[config.mk]
export PLATFORM = sky130hd
export DESIGN_NAME = rsaf_ram
export DESIGN_NICKNAME = d
export VERILOG_FILES = /design/src/rtl/rsaf_ram.sv
export SDC_FILE = /design/constraint.sdc
export NUM_CORES = 2
export LEC_CHECK = 0
export BUFFER_PORTS_ARGS = -buffer_cell sky130_fd_sc_hd__buf_2
export CAP_MARGIN = 20
export CORE_MARGIN = 5
export CORE_UTILIZATION = 57
export CTS_CLUSTER_SIZE = 8
export DETAILED_ROUTE_END_ITERATION = 6
export GPL_TIMING_DRIVEN = 0
export PLACE_DENSITY = 0.76
export SLEW_MARGIN = 20
export SYNTH_ARGS = -nofsm -noshare
export SYNTH_HDL_FRONTEND = slang
export SYNTH_SLANG_ARGS = --single-unit
[constraint.sdc]
create_clock -name clk -period 3.8 [get_ports clk]
set_clock_uncertainty 0.1 [all_clocks]
set_input_delay 0.38 -clock clk [delete_from_list [all_inputs] [get_ports clk]]
set_output_delay 0.38 -clock clk [all_outputs]
set_load 0.02 [all_outputs]
[src/rtl/rsaf_ram.sv]
`timescale 1ns / 1ps
`default_nettype none
module rsaf_ram #(
  parameter int WIDTH = 32,
  parameter int DEPTH = 128
) (
  input  wire logic                     clk,
  input  wire logic                     we,
  input  wire logic [$clog2(DEPTH)-1:0] waddr,
  input  wire logic [WIDTH-1:0]         wdata,
  input  wire logic [$clog2(DEPTH)-1:0] raddr,
  output logic      [WIDTH-1:0]         rdata
);

  logic [WIDTH-1:0] mem [DEPTH];

  // One write port and one registered read port.
  always_ff @(posedge clk) begin
    if (we) begin
      mem[waddr] <= wdata;
    end
    rdata <= mem[raddr];
  end

endmodule
`default_nettype wire

# Word level (Yosys, flattened, before mapping)
# Memories as Yosys holds them, arrays and structs flattened. A register that Yosys moved wholly into a read port is not among the register bits.
# Cells that the tools add are included.
# word_totals
register_bits,0
latch_bits,0
ramBits,4096
mem_bits_ro,0
inputBits,48
out_inout_bits,32
n_memories,1
# mem_list
memory,depth,word_bits,read_ports,rd_ports_with_merged_regs,write_ports,line,source
mem,128,32,1,1,1,15,logic [WIDTH-1:0] mem [DEPTH];
# op_classes
n_addsub,0
mul,0
n_div,0
n_lt_le_gt_ge,0
n_eq_ne,0
shift,0
n_mux,2
bitwise_logic,0
reduce_logical,0
# op_table
operator,n
1-bit two-way mux,2

# Longest topological paths before layout
# logic_depth
word_depth,2
mapped_depth,8

# Worst setup path after synthesis
# OpenSTA, ideal clock, no wires.
# synth_path
path_type,input-to-reg
startpoint,input port we
endpoint,memory mem[98][0] (enable)
setup_ns,0.461
arrival_ns,3.158
path_slack_ns,0.081
cell_stages,3
path_cell_list,clkbuf_1 nand4_1 nor3_1
# synth_via
elab_chain_len,2
# synth_rtl
item,line,source
start: declaration,8,"input wire logic we,"
1-bit two-way mux,19,if (we) begin
1-bit two-way mux (not written as such),20,mem[waddr] <= wdata;
end: declaration,15,
# No other way between the ends.

==> flow_summary.ini <==
[clock_network]
clk_transition_reported_paths_ns = 0.06
clkSinkCount = 4128
root_buffer = clkbuf_16
cts_buffers = 590
cts_tree = yes
cts_buffer_depth = 4
worstSkewPairLatency_ns = 0.95
h-tree-depth = 6

[drt]
wirelength_um = 494000
first_pass_iters = 7
drt_iter0_drc = 16167
drcViolationCount = 1
viasPerCell = 7.55
num_vias = 80622
ant_nets = 0
routedWlPerCell_um = 46.2

[synth]
synth_async_sr_flop_share_pct = 0
synth_ff_type = edfxtp_1
synth_top_area_share_pct = 78.7
synth_top_area_cell = edfxtp_1
yosys_warnings = 0
ys_ff_latch = 4128
synth.distinct_cells = 17
synth.most_common_cell = edfxtp_1
synth_edf_count = 4096
syn_nets = 6038
syn_avg_cell_area_um2 = 26.1
synth_area_mm2 = 0.156
postSynthCellCount = 5990
synthTopCellsByArea = edfxtp_1, mux4_2, clkbuf_1
seq_area_frac_synth_pct = 79.1
synth_commonest_cells = edfxtp_1, mux4_2, clkbuf_1

[floorplanning]
rows = 192
die_area_mm2 = 0.285
io_pins = 80
initial_utilization_pct = 57.2
fp.dieW_um = 534
die_y_um = 534
core_mm2 = 0.273

[place]
gp_congestion = 0.987
port_buffers = 68
hpwl_um = 268000
placed_area_mm2 = 0.167

[timing]
setup_ws_ns = -0.0450
grt_setup_unrepaired = true
hold_violations = 0
fmax_ghz = 0.260
worst_pin_slew_ns = 1.22
drv_slew = 0
slew_headroom_pct = 18.2
period_minus_slack_ns = 3.85
setup_violations = 15
post-route-period-util_pct = 101

[finish]
seq_area_mm2 = 0.124
drive_above_1_share_pct = 37.0
design_area_mm2 = 0.183
final_nets = 6947
fillers = 15222
syn_to_final_growth_pct = 17.2
multiInputGateArea_mm2 = 0.0323

[critical_path]
cp_cell_sequence = clkbuf_1, buf_2, clkbuf_2, buf_12, clkbuf_1, mux4_2, mux4_2, mux4_2, mux2_2
critPathMaxStageDelay_ns = 0.75
cp_num_buf_inv = 5
rr_startpoint = mem[45][14]
critPathLaunch = raddr[2]
worstRegToRegCells = 4
critical_path_depth = 9
cp-end-kind = register
worstSetupStartpointType = input port
crit_top_cell = mux4_2
cp.arrival_ns = 4.56
critical_path_class = input port to register
path_delay_family = multiplexers
crit_end = rdata[3]
cp_data_required_time_ns = 4.52
cp_max_fo = 10
reg2reg_slack_ns = 0.84
crit_slowest_cell = clkbuf_1
worst_r2r_endpoint = rdata[14]

[run_status]
status = finished, violations left
violations = DRC, setup timing

[pwr]
ir_drop_v = 0.000373
power_mw = 104
pwr-share-seq_pct = 48.6
p_leak_nw = 57.0
power.density_mw_per_mm2 = 567
pwr-share-clk_pct = 45.9
combPwrFrac_pct = 5.5
p_int_mw = 80.6
p_sw_mw = 23.2
p_sw_share_pct = 22.3

[global_routing]
grt_max_degree = 93
antenna_found_initial = 92
grt_overflow = 0
grt_pass1_vias = 80091
grt_pass1_wl_um = 649000
grtUsageTotal_pct = 33.1

[hold_path]
hold_path_class = input port to register

[flow_run]
drv_cap = 0
-- through the flow --
stage	worst slack (ns)	hold slack (ns)	cells	TNS [ns]	utilization (%)
after floorplan	0.0813	0.379	5990	0	-
after global placement	-3.37	0.702	9647	-5590.64	58.9
after detailed placement	-0.982	0.697	9864	-36.26	61.0
after CTS	0.00131	0.0522	10565	0	66.9
after global routing	0.000957	0.132	10647	0	67.0
final	-0.0450	0.182	10679	-0.275	67.0
-- power groups by stage --
stage               Clock, mW  Sequential, mW  Combinational (mW)
floorplan                   0            51.4                2.43
global placement            0            51.4                4.73
detailed placement          0            51.3                5.13
CTS                      47.1            50.5                5.41
global route             49.5            50.4                5.77
finish                   47.6            50.5                5.75
-- layout make-up --
type | count | area share [%]
tap | 3589 | 2.45
clock inverter | 26 | 0.199
buffer | 314 | 0.765
sequential | 4128 | 67.5
clock buffer | 643 | 8.40
timing repair buffer | 319 | 2.94
multi-input combinational | 1546 | 17.6
antenna | 114 | 0.156
-- worst min-delay path by stage --
stage,cells after the start,from,end,slack (ns)
floorplan,0,wdata[0],mem[0][0],0.38
global placement,1,rdata[25],rdata[25],0.70
detailed placement,1,rdata[2],rdata[2],0.70
CTS,2,raddr[5],rdata[31],0.05
global route,2,raddr[5],rdata[31],0.13
finish,2,raddr[5],rdata[31],0.18
-- what timing repair did --
action                                  4_1_cts  5_1_grt
resized for setup                             1       28
endpoints found under the setup margin       20       22
hold buffers                                 32        0
setup buffers                                 0        0
hold endpoints to repair                   1759        0
cloned                                        0        0
-- registers in the layout, summed over array words and instances (netlist names) --
name / flops
rdata: 32
mem: 4096
-- layer usage --
layer | vias to the layer above | track usage [%] | routed length (um)
met5 | - | 0 | 460
met4 | 66 | 18.1 | 36600
met3 | 1848 | 11.2 | 73100
met2 | 8966 | 52.7 | 238000
met1 | 41655 | 40.3 | 145000
li1 | 28087 | - | -
-- kinds of logic (layout without fill, tap and decap cells) --
logic type / count (synthesis) / after routing / synth area share [%]
buffers and inverters: 316 / 1302 / 0.839
muxes: 1376 / 1376 / 19.6
other: 0 / 114 / 0
and+or+nand+nor: 170 / 170 / 0.446
DFF: 4128 / 4128 / 79.1
-- cell usage in the layout, fill, tap and decap left out, types with 26 or more instances in the layout --
cell           Yosys  layout
dlygate4sd3_1      0      32
nor2_4             0     119
buf_2             79     120
mux2_2            32      32
diode_2            0     114
buf_16             0      89
clkbuf_1         182     164
clkbuf_16          0     610
dfxtp_1           32      32
mux4_2          1344    1344
buf_4              3      50
buf_12             0      89
buf_6              2      26
clkbuf_2           0      68
edfxtp_1        4096    4096
Power figures use the tool's default switching activity.
