<file path="src/rtl/rsaf_pkg.sv">
`timescale 1ns / 1ps
`default_nettype none
package rsaf_pkg;

  // Ring geometry.
  localparam int RING_DEPTH = 128;
  localparam int PTR_W      = $clog2(RING_DEPTH);
  localparam int WIN_W      = $clog2(RING_DEPTH + 1);
  localparam int SUM_W      = 40;

  // Shared divider geometry.
  localparam int DVD_W = 64;
  localparam int DVS_W = 32;
  localparam int CNT_W = $clog2(DVD_W);

  // Scaling and mode constants.
  localparam logic [26:0] IF_SCALE   = 27'd100000000;
  localparam logic [29:0] DUTY_SCALE = 30'd1000000000;
  localparam logic [15:0] RPM_SCALE  = 16'd60000;
  localparam logic [31:0] SAT_MAX    = 32'h7FFF_FFFF;

  // Configuration register indexes.
  typedef enum logic [1:0] {
    REG_MODE  = 2'd0,
    REG_SCALE = 2'd1,
    REG_AVG   = 2'd2,
    REG_IF    = 2'd3
  } reg_idx_t;

  // Measurement modes.
  typedef enum logic [3:0] {
    MODE_FREQ    = 4'd0,
    MODE_FREQ_IF = 4'd1,
    MODE_PER     = 4'd2,
    MODE_HIGH    = 4'd3,
    MODE_LOW     = 4'd4,
    MODE_DUTY    = 4'd5,
    MODE_RPM     = 4'd6,
    MODE_MAX     = 4'd7,
    MODE_MIN     = 4'd8,
    MODE_DEV     = 4'd9
  } mode_t;

  // Sequencer states.
  typedef enum logic [3:0] {
    S_IDLE, S_MUL, S_RAW, S_DDIV, S_SCALE, S_SDIV,
    S_RD, S_SUM, S_AV, S_ADIV, S_CMP, S_OUT
  } state_t;

  // Divisor 10^si with si clamped to 1..8.
  function automatic logic [26:0] pow10(input logic [3:0] si);
    logic [26:0] r;
    begin
      case (si)
        4'd0, 4'd1: r = 27'd10;
        4'd2:       r = 27'd100;
        4'd3:       r = 27'd1000;
        4'd4:       r = 27'd10000;
        4'd5:       r = 27'd100000;
        4'd6:       r = 27'd1000000;
        4'd7:       r = 27'd10000000;
        default:    r = 27'd100000000;
      endcase
      return r;
    end
  endfunction

endpackage
`default_nettype wire

</file>
<file path="src/rtl/rsaf_div.sv">
`timescale 1ns / 1ps
`default_nettype none
module rsaf_div (
  input  wire logic                         clk,
  input  wire logic                         rst,
  input  wire logic                         start,
  input  wire logic [rsaf_pkg::DVD_W-1:0]   dividend,
  input  wire logic [rsaf_pkg::DVS_W-1:0]   divisor,
  output logic                              busy,
  output logic                              done,
  output logic      [rsaf_pkg::DVD_W-1:0]   quotient
);

  logic [rsaf_pkg::DVS_W:0]     rem;
  logic [rsaf_pkg::DVS_W-1:0]   dvs;
  logic [rsaf_pkg::CNT_W-1:0]   cnt;
  logic [rsaf_pkg::DVS_W:0]     rem_sh;
  logic [rsaf_pkg::DVS_W:0]     rem_sub;
  logic                         take;

  // One restoring step: shift in the next dividend bit, subtract if it fits.
  always_comb begin
    rem_sh  = {rem[rsaf_pkg::DVS_W-1:0], quotient[rsaf_pkg::DVD_W-1]};
    rem_sub = rem_sh - {1'b0, dvs};
    take    = rem_sh >= {1'b0, dvs};
  end

  always_ff @(posedge clk) begin
    if (rst) begin
      busy <= 1'b0;
      done <= 1'b0;
      cnt  <= '0;
    end else begin
      done <= 1'b0;
      if (start) begin
        busy <= 1'b1;
        cnt  <= '0;
      end else if (busy) begin
        cnt <= cnt + 1'b1;
        if (cnt == rsaf_pkg::CNT_W'(rsaf_pkg::DVD_W - 1)) begin
          busy <= 1'b0;
          done <= 1'b1;
        end
      end
    end
  end

  // The dividend register turns into the quotient one bit per cycle.
  always_ff @(posedge clk) begin
    if (start) begin
      rem      <= '0;
      dvs      <= divisor;
      quotient <= dividend;
    end else if (busy) begin
      rem      <= take ? rem_sub : rem_sh;
      quotient <= {quotient[rsaf_pkg::DVD_W-2:0], take};
    end
  end

`ifndef SYNTHESIS
  a_start_busy: assert property (@(posedge clk) disable iff (rst) start |=> busy)
    else $error("divider did not start");
  a_done_after_busy: assert property (@(posedge clk) disable iff (rst)
    done |-> $past(busy))
    else $error("divider finished without running");
  a_no_restart: assert property (@(posedge clk) disable iff (rst) busy |-> !start)
    else $error("divider restarted while busy");
`endif

endmodule
`default_nettype wire

</file>
<file path="config.mk">
export PLATFORM = sky130hd
export DESIGN_NAME = rsaf_div
export DESIGN_NICKNAME = d
export VERILOG_FILES = /design/src/rtl/rsaf_pkg.sv /design/src/rtl/rsaf_div.sv
export SDC_FILE = /design/constraint.sdc
export NUM_CORES = 1
export LEC_CHECK = 0
export BUFFER_PORTS_ARGS = -buffer_cell sky130_fd_sc_hd__buf_4
export CAP_MARGIN = 0
export CELL_PAD_IN_SITES_DETAIL_PLACEMENT = 0
export CELL_PAD_IN_SITES_GLOBAL_PLACEMENT = 1
export CORE_UTILIZATION = 30
export CTS_BUF_LIST = sky130_fd_sc_hd__clkbuf_4 sky130_fd_sc_hd__clkbuf_8
export CTS_CLUSTER_SIZE = 14
export DETAILED_ROUTE_END_ITERATION = 12
export GPL_TIMING_DRIVEN = 0
export PLACE_DENSITY_LB_ADDON = 0.1
export SLEW_MARGIN = 20
export SYNTH_ARGS = -nofsm -noshare
export SYNTH_HDL_FRONTEND = slang
export SYNTH_SLANG_ARGS = --single-unit
</file>
<file path="constraint.sdc">
create_clock -name clk -period 5.5 [get_ports clk]
set_input_delay 0.825 -clock clk [delete_from_list [all_inputs] [get_ports clk]]
set_output_delay 0.825 -clock clk [all_outputs]
set_load 0.01 [all_outputs]
</file>
# --- After elaboration in Yosys (flattened, before gate mapping) ---
# Cells that the tools add are included.
word_totals:
  register_bits: 136
  in_bits: 99
  output_inout_bits: 66
  elab_cells: 21
op_classes:
  add_sub_neg: 2
  magnitude_cmp: 1
  eq_ne: 1
  n_mux: 7
  bitwise: 1
  n_reduce_logical: 3
ops:
  columns: ["op", "count"]
  rows:
  - ["64-bit 2-to-1 mux", 2]
  - ["33-bit by 32-bit >= comparator with 1-bit output", 1]
  - ["32-bit 2-to-1 mux", 1]
  - ["32-bit subtractor", 1]
  - ["6-bit by 1-bit adder with 6-bit output (second input constant)", 1]
  - ["6-bit == test (second input constant)", 1]
  - ["1-bit 2-to-1 mux", 4]
  - ["3-bit OR reduction", 1]
  - ["2-bit nonzero test", 1]
  - ["2-bit OR reduction", 1]
  - ["1-bit NOT", 1]

# --- Depth between registers and ports, before layout ---
logic_depth:
  ltp_word: 4
  depth_mapped: 13
  ltp_nobuf: 11

# --- Least setup slack after synthesis ---
# Ideal clock, no wire load.
synth_timing:
  path_kind: "input port to flip-flop"
  from: "input start"
  to: "register quotient[0] (netlist bit), enable pin"
  setup_time_ns: 0.418
  t_arrival_ns: 2.568
  t_required_ns: 5.082
  path_slack_ns: 2.514
  cell_stages: 4
  path_buffers: 2
  cell_sequence: "clkbuf_1 -> nor2_1 -> clkbuf_1 -> inv_1"
synth_between:
  elab_chain_len: 1
synth_rtl:
  columns: ["element", "line", "source"]
  rows:
  - ["start, declared", "rsaf_div.sv:6", "input wire logic start,"]
  - ["2-bit nonzero test (no line)", null, null]
  - ["end signal, assigned", "rsaf_div.sv:53", "quotient <= dividend;"]
  - ["end signal, assigned", "rsaf_div.sv:56", "quotient <= {quotient[rsaf_pkg::DVD_W-2:0], take};"]
  - ["end, declared", "rsaf_div.sv:11", "output logic [rsaf_pkg::DVD_W-1:0] quotient"]
# No other way between the ends.
# A chain may end at the register's enable or synchronous reset.

# --- Worst setup path after layout ---
layout_timing:
  from: "register quotient[63] (netlist bit)"
  to: "register rem[30] (netlist bit)"
layout_between:
  elab_chain_len: 2
  elab_cells_between_ends: 3
  cone_classes: "add/sub: 1; order compare: 1; mux: 1"
layout_rtl:
  columns: ["element", "line", "source"]
  rows:
  - ["32-bit subtractor / 33-bit by 32-bit >= comparator with 1-bit output (equally long branches)", "rsaf_div.sv:24, rsaf_div.sv:25", null]
  - ["32-bit 2-to-1 mux *", "rsaf_div.sv:55", "rem <= take ? rem_sub : rem_sh;"]
  - ["end signal, assigned", "rsaf_div.sv:55", null]
  - ["end, declared", "rsaf_div.sv:14", "logic [rsaf_pkg::DVS_W:0] rem;"]
# Every way passes the cells marked *; elsewhere a longest branch is shown, timed or not.

==> results.md <==
* Ratio of final minimum period to clock period at 63.1%
* Capturing element type of the critical path: flip-flop
* Cells traversed along the worst timing path: inv_1, ha_1, fa_1, nand2b_1, a21oi_1, nor3_1, o311ai_0, a211oi_1, a211oi_1, xnor2_1, o211ai_1
* Fraction of final layout cells with drive strength greater than 1 at 33.1%
* Startpoint class of the critical path: flip-flop
* Cell count after synthesis at between 700 and 800
* Number of antenna cells inserted at 0
* CP Data Arrival Time at 3.80 ns
* RD Place Congestion at 0.816
* Number of hold violations in the final report at 0
* Proportion of register bits with asynchronous set or reset after synthesis at 0%
* Required time at the worst-slack endpoint at about 5.8 ns
* Fin Clk Skew at 0.0224 ns
* Max Fclk at slightly below 0.3 GHz
* Core Util, Final at 39.4%
* Storage cell area at 0.00368 mm^2
* Vert. Die Dim at 161 um
* Remaining max-slew budget at the tightest pin at a little under a third
* Largest net degree at the start of global routing at 54
* H-tree depth reported by CTS at 4
* Multi-input gate area in the final layout at 0.00352 mm^2
* Critical path's top delay family: compound AO/OA/AOI/OAI gates
* RSZ-0062 raised after global routing: false
* Via count of the first global-routing pass at 6329
* Leakage power figure at 3.99 nW
* Via-to-Cell Ratio at ~5.1
* Final routed wire length divided by cell count at around 19 um
* Net count reported at finish at 1025
* CP max-delay cell: sky130_fd_sc_hd__o311ai_0
* Ys flop type: sky130_fd_sc_hd__edfxtp_1
* Global-route wire length before repair at 36100 um
* Placed Instance Area at slightly above 0.009 mm^2
* Total number of clock tree sinks at 136
* Unique cell type count in the Yosys netlist at 74
* Number of nets in the synthesized netlist at 841
* Most Frequent Cell on Critical Path: sky130_fd_sc_hd__a211oi_1
* Number of buffers added by the clock tree synthesis step at 17
* Clock latency of the later-clocked register in the worst-skew pair at between 0.4 and 0.5 ns
* Run status: finished, final reports clean
* Clock transition at path regs at around 0.09 ns
* CTS max path bufs at 2
* Mapped Area at 0.00761 mm^2
* #FFs+latches synth at between 100 and 150
* CTS tree: built
* Horizontal die dimension at 161 um
* Half-perimeter wire length after detailed placement at 16900 um
* Area grow syn2layout at 27.4%
* Starting density of the core at between 30% and 40%
* Number of remaining DRC errors at 0
* Root Buffer Master: sky130_fd_sc_hd__clkbuf_8
* Via Count at ~6200
* Share of the yosys chip area belonging to registers at between 40% and 50%
* Post-CTS setup buffers at 0
* Cell area after layout at 0.00969 mm^2
* Critical-path maximum fanout at 3
* Yosys synthesis warning count at 0
* Core ar. at about 0.025 mm^2
* Top-level port count at 165
* Minimum hold slack at ~0.49 ns
* Total power density per cell area at 280 mW/mm^2
* EDFF count, synth at 96
* CP Buf/Inv Count at 1
* Antenna violations before repair at 0
* Max capacitance violation total at 0
* Std cell rows at 57
* Final-report max-slew violation count at 0
* Port buffer count at 164
* Worst-case vdd ir drop at 0.000163 V
* Final WL at around 23000 um
* Number of cells on the critical path at 11
* Kind of critical path: reg -> reg
* Total global routing track utilization at between 10% and 20%
* Minimum period implied by the final worst setup slack at 3.47 ns
* Number of buffers added to fix hold violations after cts at 0
* Hold path cells at 2
* Worst slew pin tran at between 1 and 1.5 ns
* Area of the die at between 0.02 and 0.03 mm^2
* Number of cell instances on the worst register-to-register path at 11
* Sum of negative setup slack at 0 ns
* Global-route congestion overflow total at 0
* Cell type with the largest total area after synthesis: sky130_fd_sc_hd__edfxtp_1
* Area share of the largest cell type after synthesis at between 30% and 40%
* Number of detailed-routing iterations run before antenna repair at 5
* Endpoints failing setup at 0
* Post-synthesis average cell area at 10.7 um^2
* Violation count after the first detailed-routing iteration at 410
* Antenna Nets Post-Route at 0
* Hold crit path type: reg -> reg
* Filler cells at approximately 2500
* Top area cells in the synthesized netlist: sky130_fd_sc_hd__edfxtp_1, sky130_fd_sc_hd__dfxtp_1, sky130_fd_sc_hd__mux2_2
* Number of gates resized after cts at 0
* Slowest cell delay on critical path at 0.89 ns
==> per-stage QoR <==
| step | power, mW | instances | setup slack [ns] |
|---|---|---|---|
| final | 2.71 | 1229 | 2.03 |
| after global routing | 2.84 | 1229 | 1.96 |
| after CTS | 2.75 | 1229 | 2.06 |
| after detailed placement | 1.86 | 1197 | 1.98 |
| after global placement | 1.85 | 1196 | 0.933 |
| after floorplan | 1.61 | 708 | 2.51 |
==> path summary, 6_finish.rpt <==
path	start	endpoint	slack, ns
min	rem[31]$_SDFFE_PP0P_	rem[31]$_SDFFE_PP0P_	0.49
max reg2reg	quotient[63]$_DFFE_PP_	rem[30]$_SDFFE_PP0P_	2.03
max	quotient[63]$_DFFE_PP_	rem[30]$_SDFFE_PP0P_	2.03
min reg2reg	rem[31]$_SDFFE_PP0P_	rem[31]$_SDFFE_PP0P_	0.49
==> logic make-up after synthesis <==
group / count (synthesis) / share of synthesized area [%]
buf+inv: 91 / 5.30
compound gates: 165 / 15.5
fa+ha+maj: 34 / 5.69
mux: 67 / 9.87
xor+xnor: 30 / 3.45
simple gates: 185 / 11.8
flops: 136 / 48.4
==> routing by layer <==
layer  vias to the layer above  GRT usage (%)  share of wire (%)  wire length (um)
met5                         -              0                  0                 0
met3                        25           4.39                5.9              1350
met4                         0           4.93                1.6               362
met1                      3024           24.3                 45             10400
met2                       190           28.8                 47             10800
li1                       3006              -                  -                 -
==> worst reg2reg max path, cell delays in order (launching register included) <==
cell and delay [ns]:
sky130_fd_sc_hd__edfxtp_1 0.41, sky130_fd_sc_hd__inv_1 0.06, sky130_fd_sc_hd__ha_1 0.23, sky130_fd_sc_hd__fa_1 0.41, sky130_fd_sc_hd__nand2b_1 0.18, sky130_fd_sc_hd__a21oi_1 0.20, sky130_fd_sc_hd__nor3_1 0.12, sky130_fd_sc_hd__o311ai_0 0.89
sky130_fd_sc_hd__a211oi_1 0.23, sky130_fd_sc_hd__a211oi_1 0.34, sky130_fd_sc_hd__xnor2_1 0.17, sky130_fd_sc_hd__o211ai_1 0.11
==> synth_stat cells (4+ instances only) <==
cell                       count
sky130_fd_sc_hd__o221ai_1      5
sky130_fd_sc_hd__inv_1        45
sky130_fd_sc_hd__nand2_1      47
sky130_fd_sc_hd__a21oi_1      32
sky130_fd_sc_hd__dfxtp_1      40
sky130_fd_sc_hd__mux2_2       64
sky130_fd_sc_hd__nor3_1        9
sky130_fd_sc_hd__a211oi_1      4
sky130_fd_sc_hd__buf_2        13
sky130_fd_sc_hd__a311oi_1     13
sky130_fd_sc_hd__o311a_1       5
sky130_fd_sc_hd__xnor2_1      20
sky130_fd_sc_hd__nor4_1        5
sky130_fd_sc_hd__nand3_1      20
sky130_fd_sc_hd__o21a_1        4
sky130_fd_sc_hd__o21ai_0      32
sky130_fd_sc_hd__a31oi_1       5
sky130_fd_sc_hd__edfxtp_1     96
sky130_fd_sc_hd__ha_1         33
sky130_fd_sc_hd__nor2_1       58
sky130_fd_sc_hd__a21o_1       16
sky130_fd_sc_hd__or3_1         8
sky130_fd_sc_hd__xor2_1       10
sky130_fd_sc_hd__o211ai_1     11
sky130_fd_sc_hd__clkbuf_1     22
sky130_fd_sc_hd__nand4_1      15
==> power by group <==
group          switching, mW  leakage (nW)  internal, mW  total, mW
clock                  0.491         0.199         0.385      0.875
combinational          0.317          2.51         0.275      0.592
sequential            0.0475          1.28          1.20       1.24
==> registers in the layout (all words and copies together) (netlist names) <==
| signal | count |
|---|---|
| quotient | 64 |
| dvs | 32 |
| rem | 32 |
| cnt | 6 |
| busy | 1 |
| done | 1 |
==> layout by cell type (no fill, tap or decap), types with 4 or more instances in the layout <==
master,instances
sky130_fd_sc_hd__buf_4,166
sky130_fd_sc_hd__edfxtp_1,96
sky130_fd_sc_hd__mux2_2,64
sky130_fd_sc_hd__nor2_1,58
sky130_fd_sc_hd__nand2_1,47
sky130_fd_sc_hd__inv_1,44
sky130_fd_sc_hd__dfxtp_1,40
sky130_fd_sc_hd__ha_1,33
sky130_fd_sc_hd__a21oi_1,32
sky130_fd_sc_hd__o21ai_0,32
sky130_fd_sc_hd__clkbuf_1,22
sky130_fd_sc_hd__nand3_1,20
sky130_fd_sc_hd__xnor2_1,20
sky130_fd_sc_hd__clkbuf_8,17
sky130_fd_sc_hd__a21o_1,16
sky130_fd_sc_hd__nand4_1,15
sky130_fd_sc_hd__buf_2,13
sky130_fd_sc_hd__a311oi_1,13
sky130_fd_sc_hd__o211ai_1,11
sky130_fd_sc_hd__xor2_1,10
sky130_fd_sc_hd__nor3_1,9
sky130_fd_sc_hd__or3_1,8
sky130_fd_sc_hd__a31oi_1,5
sky130_fd_sc_hd__nor4_1,5
sky130_fd_sc_hd__o221ai_1,5
sky130_fd_sc_hd__o311a_1,5
sky130_fd_sc_hd__o21a_1,4
sky130_fd_sc_hd__a211oi_1,4
sky130_fd_sc_hd__inv_8,4
==> area by class of cell <==
| type | instances | share of cell area [%] |
|---|---|---|
| clock inverter | 15 | 1.87 |
| clock buffer | 17 | 2.41 |
| multi-input combinational | 481 | 36.3 |
| buffer | 46 | 2.41 |
| sequential | 136 | 38.0 |
| inverter | 45 | 1.77 |
| tap | 324 | 4.18 |
| timing repair buffer | 165 | 13.0 |
Power figures use the tool's default switching activity.
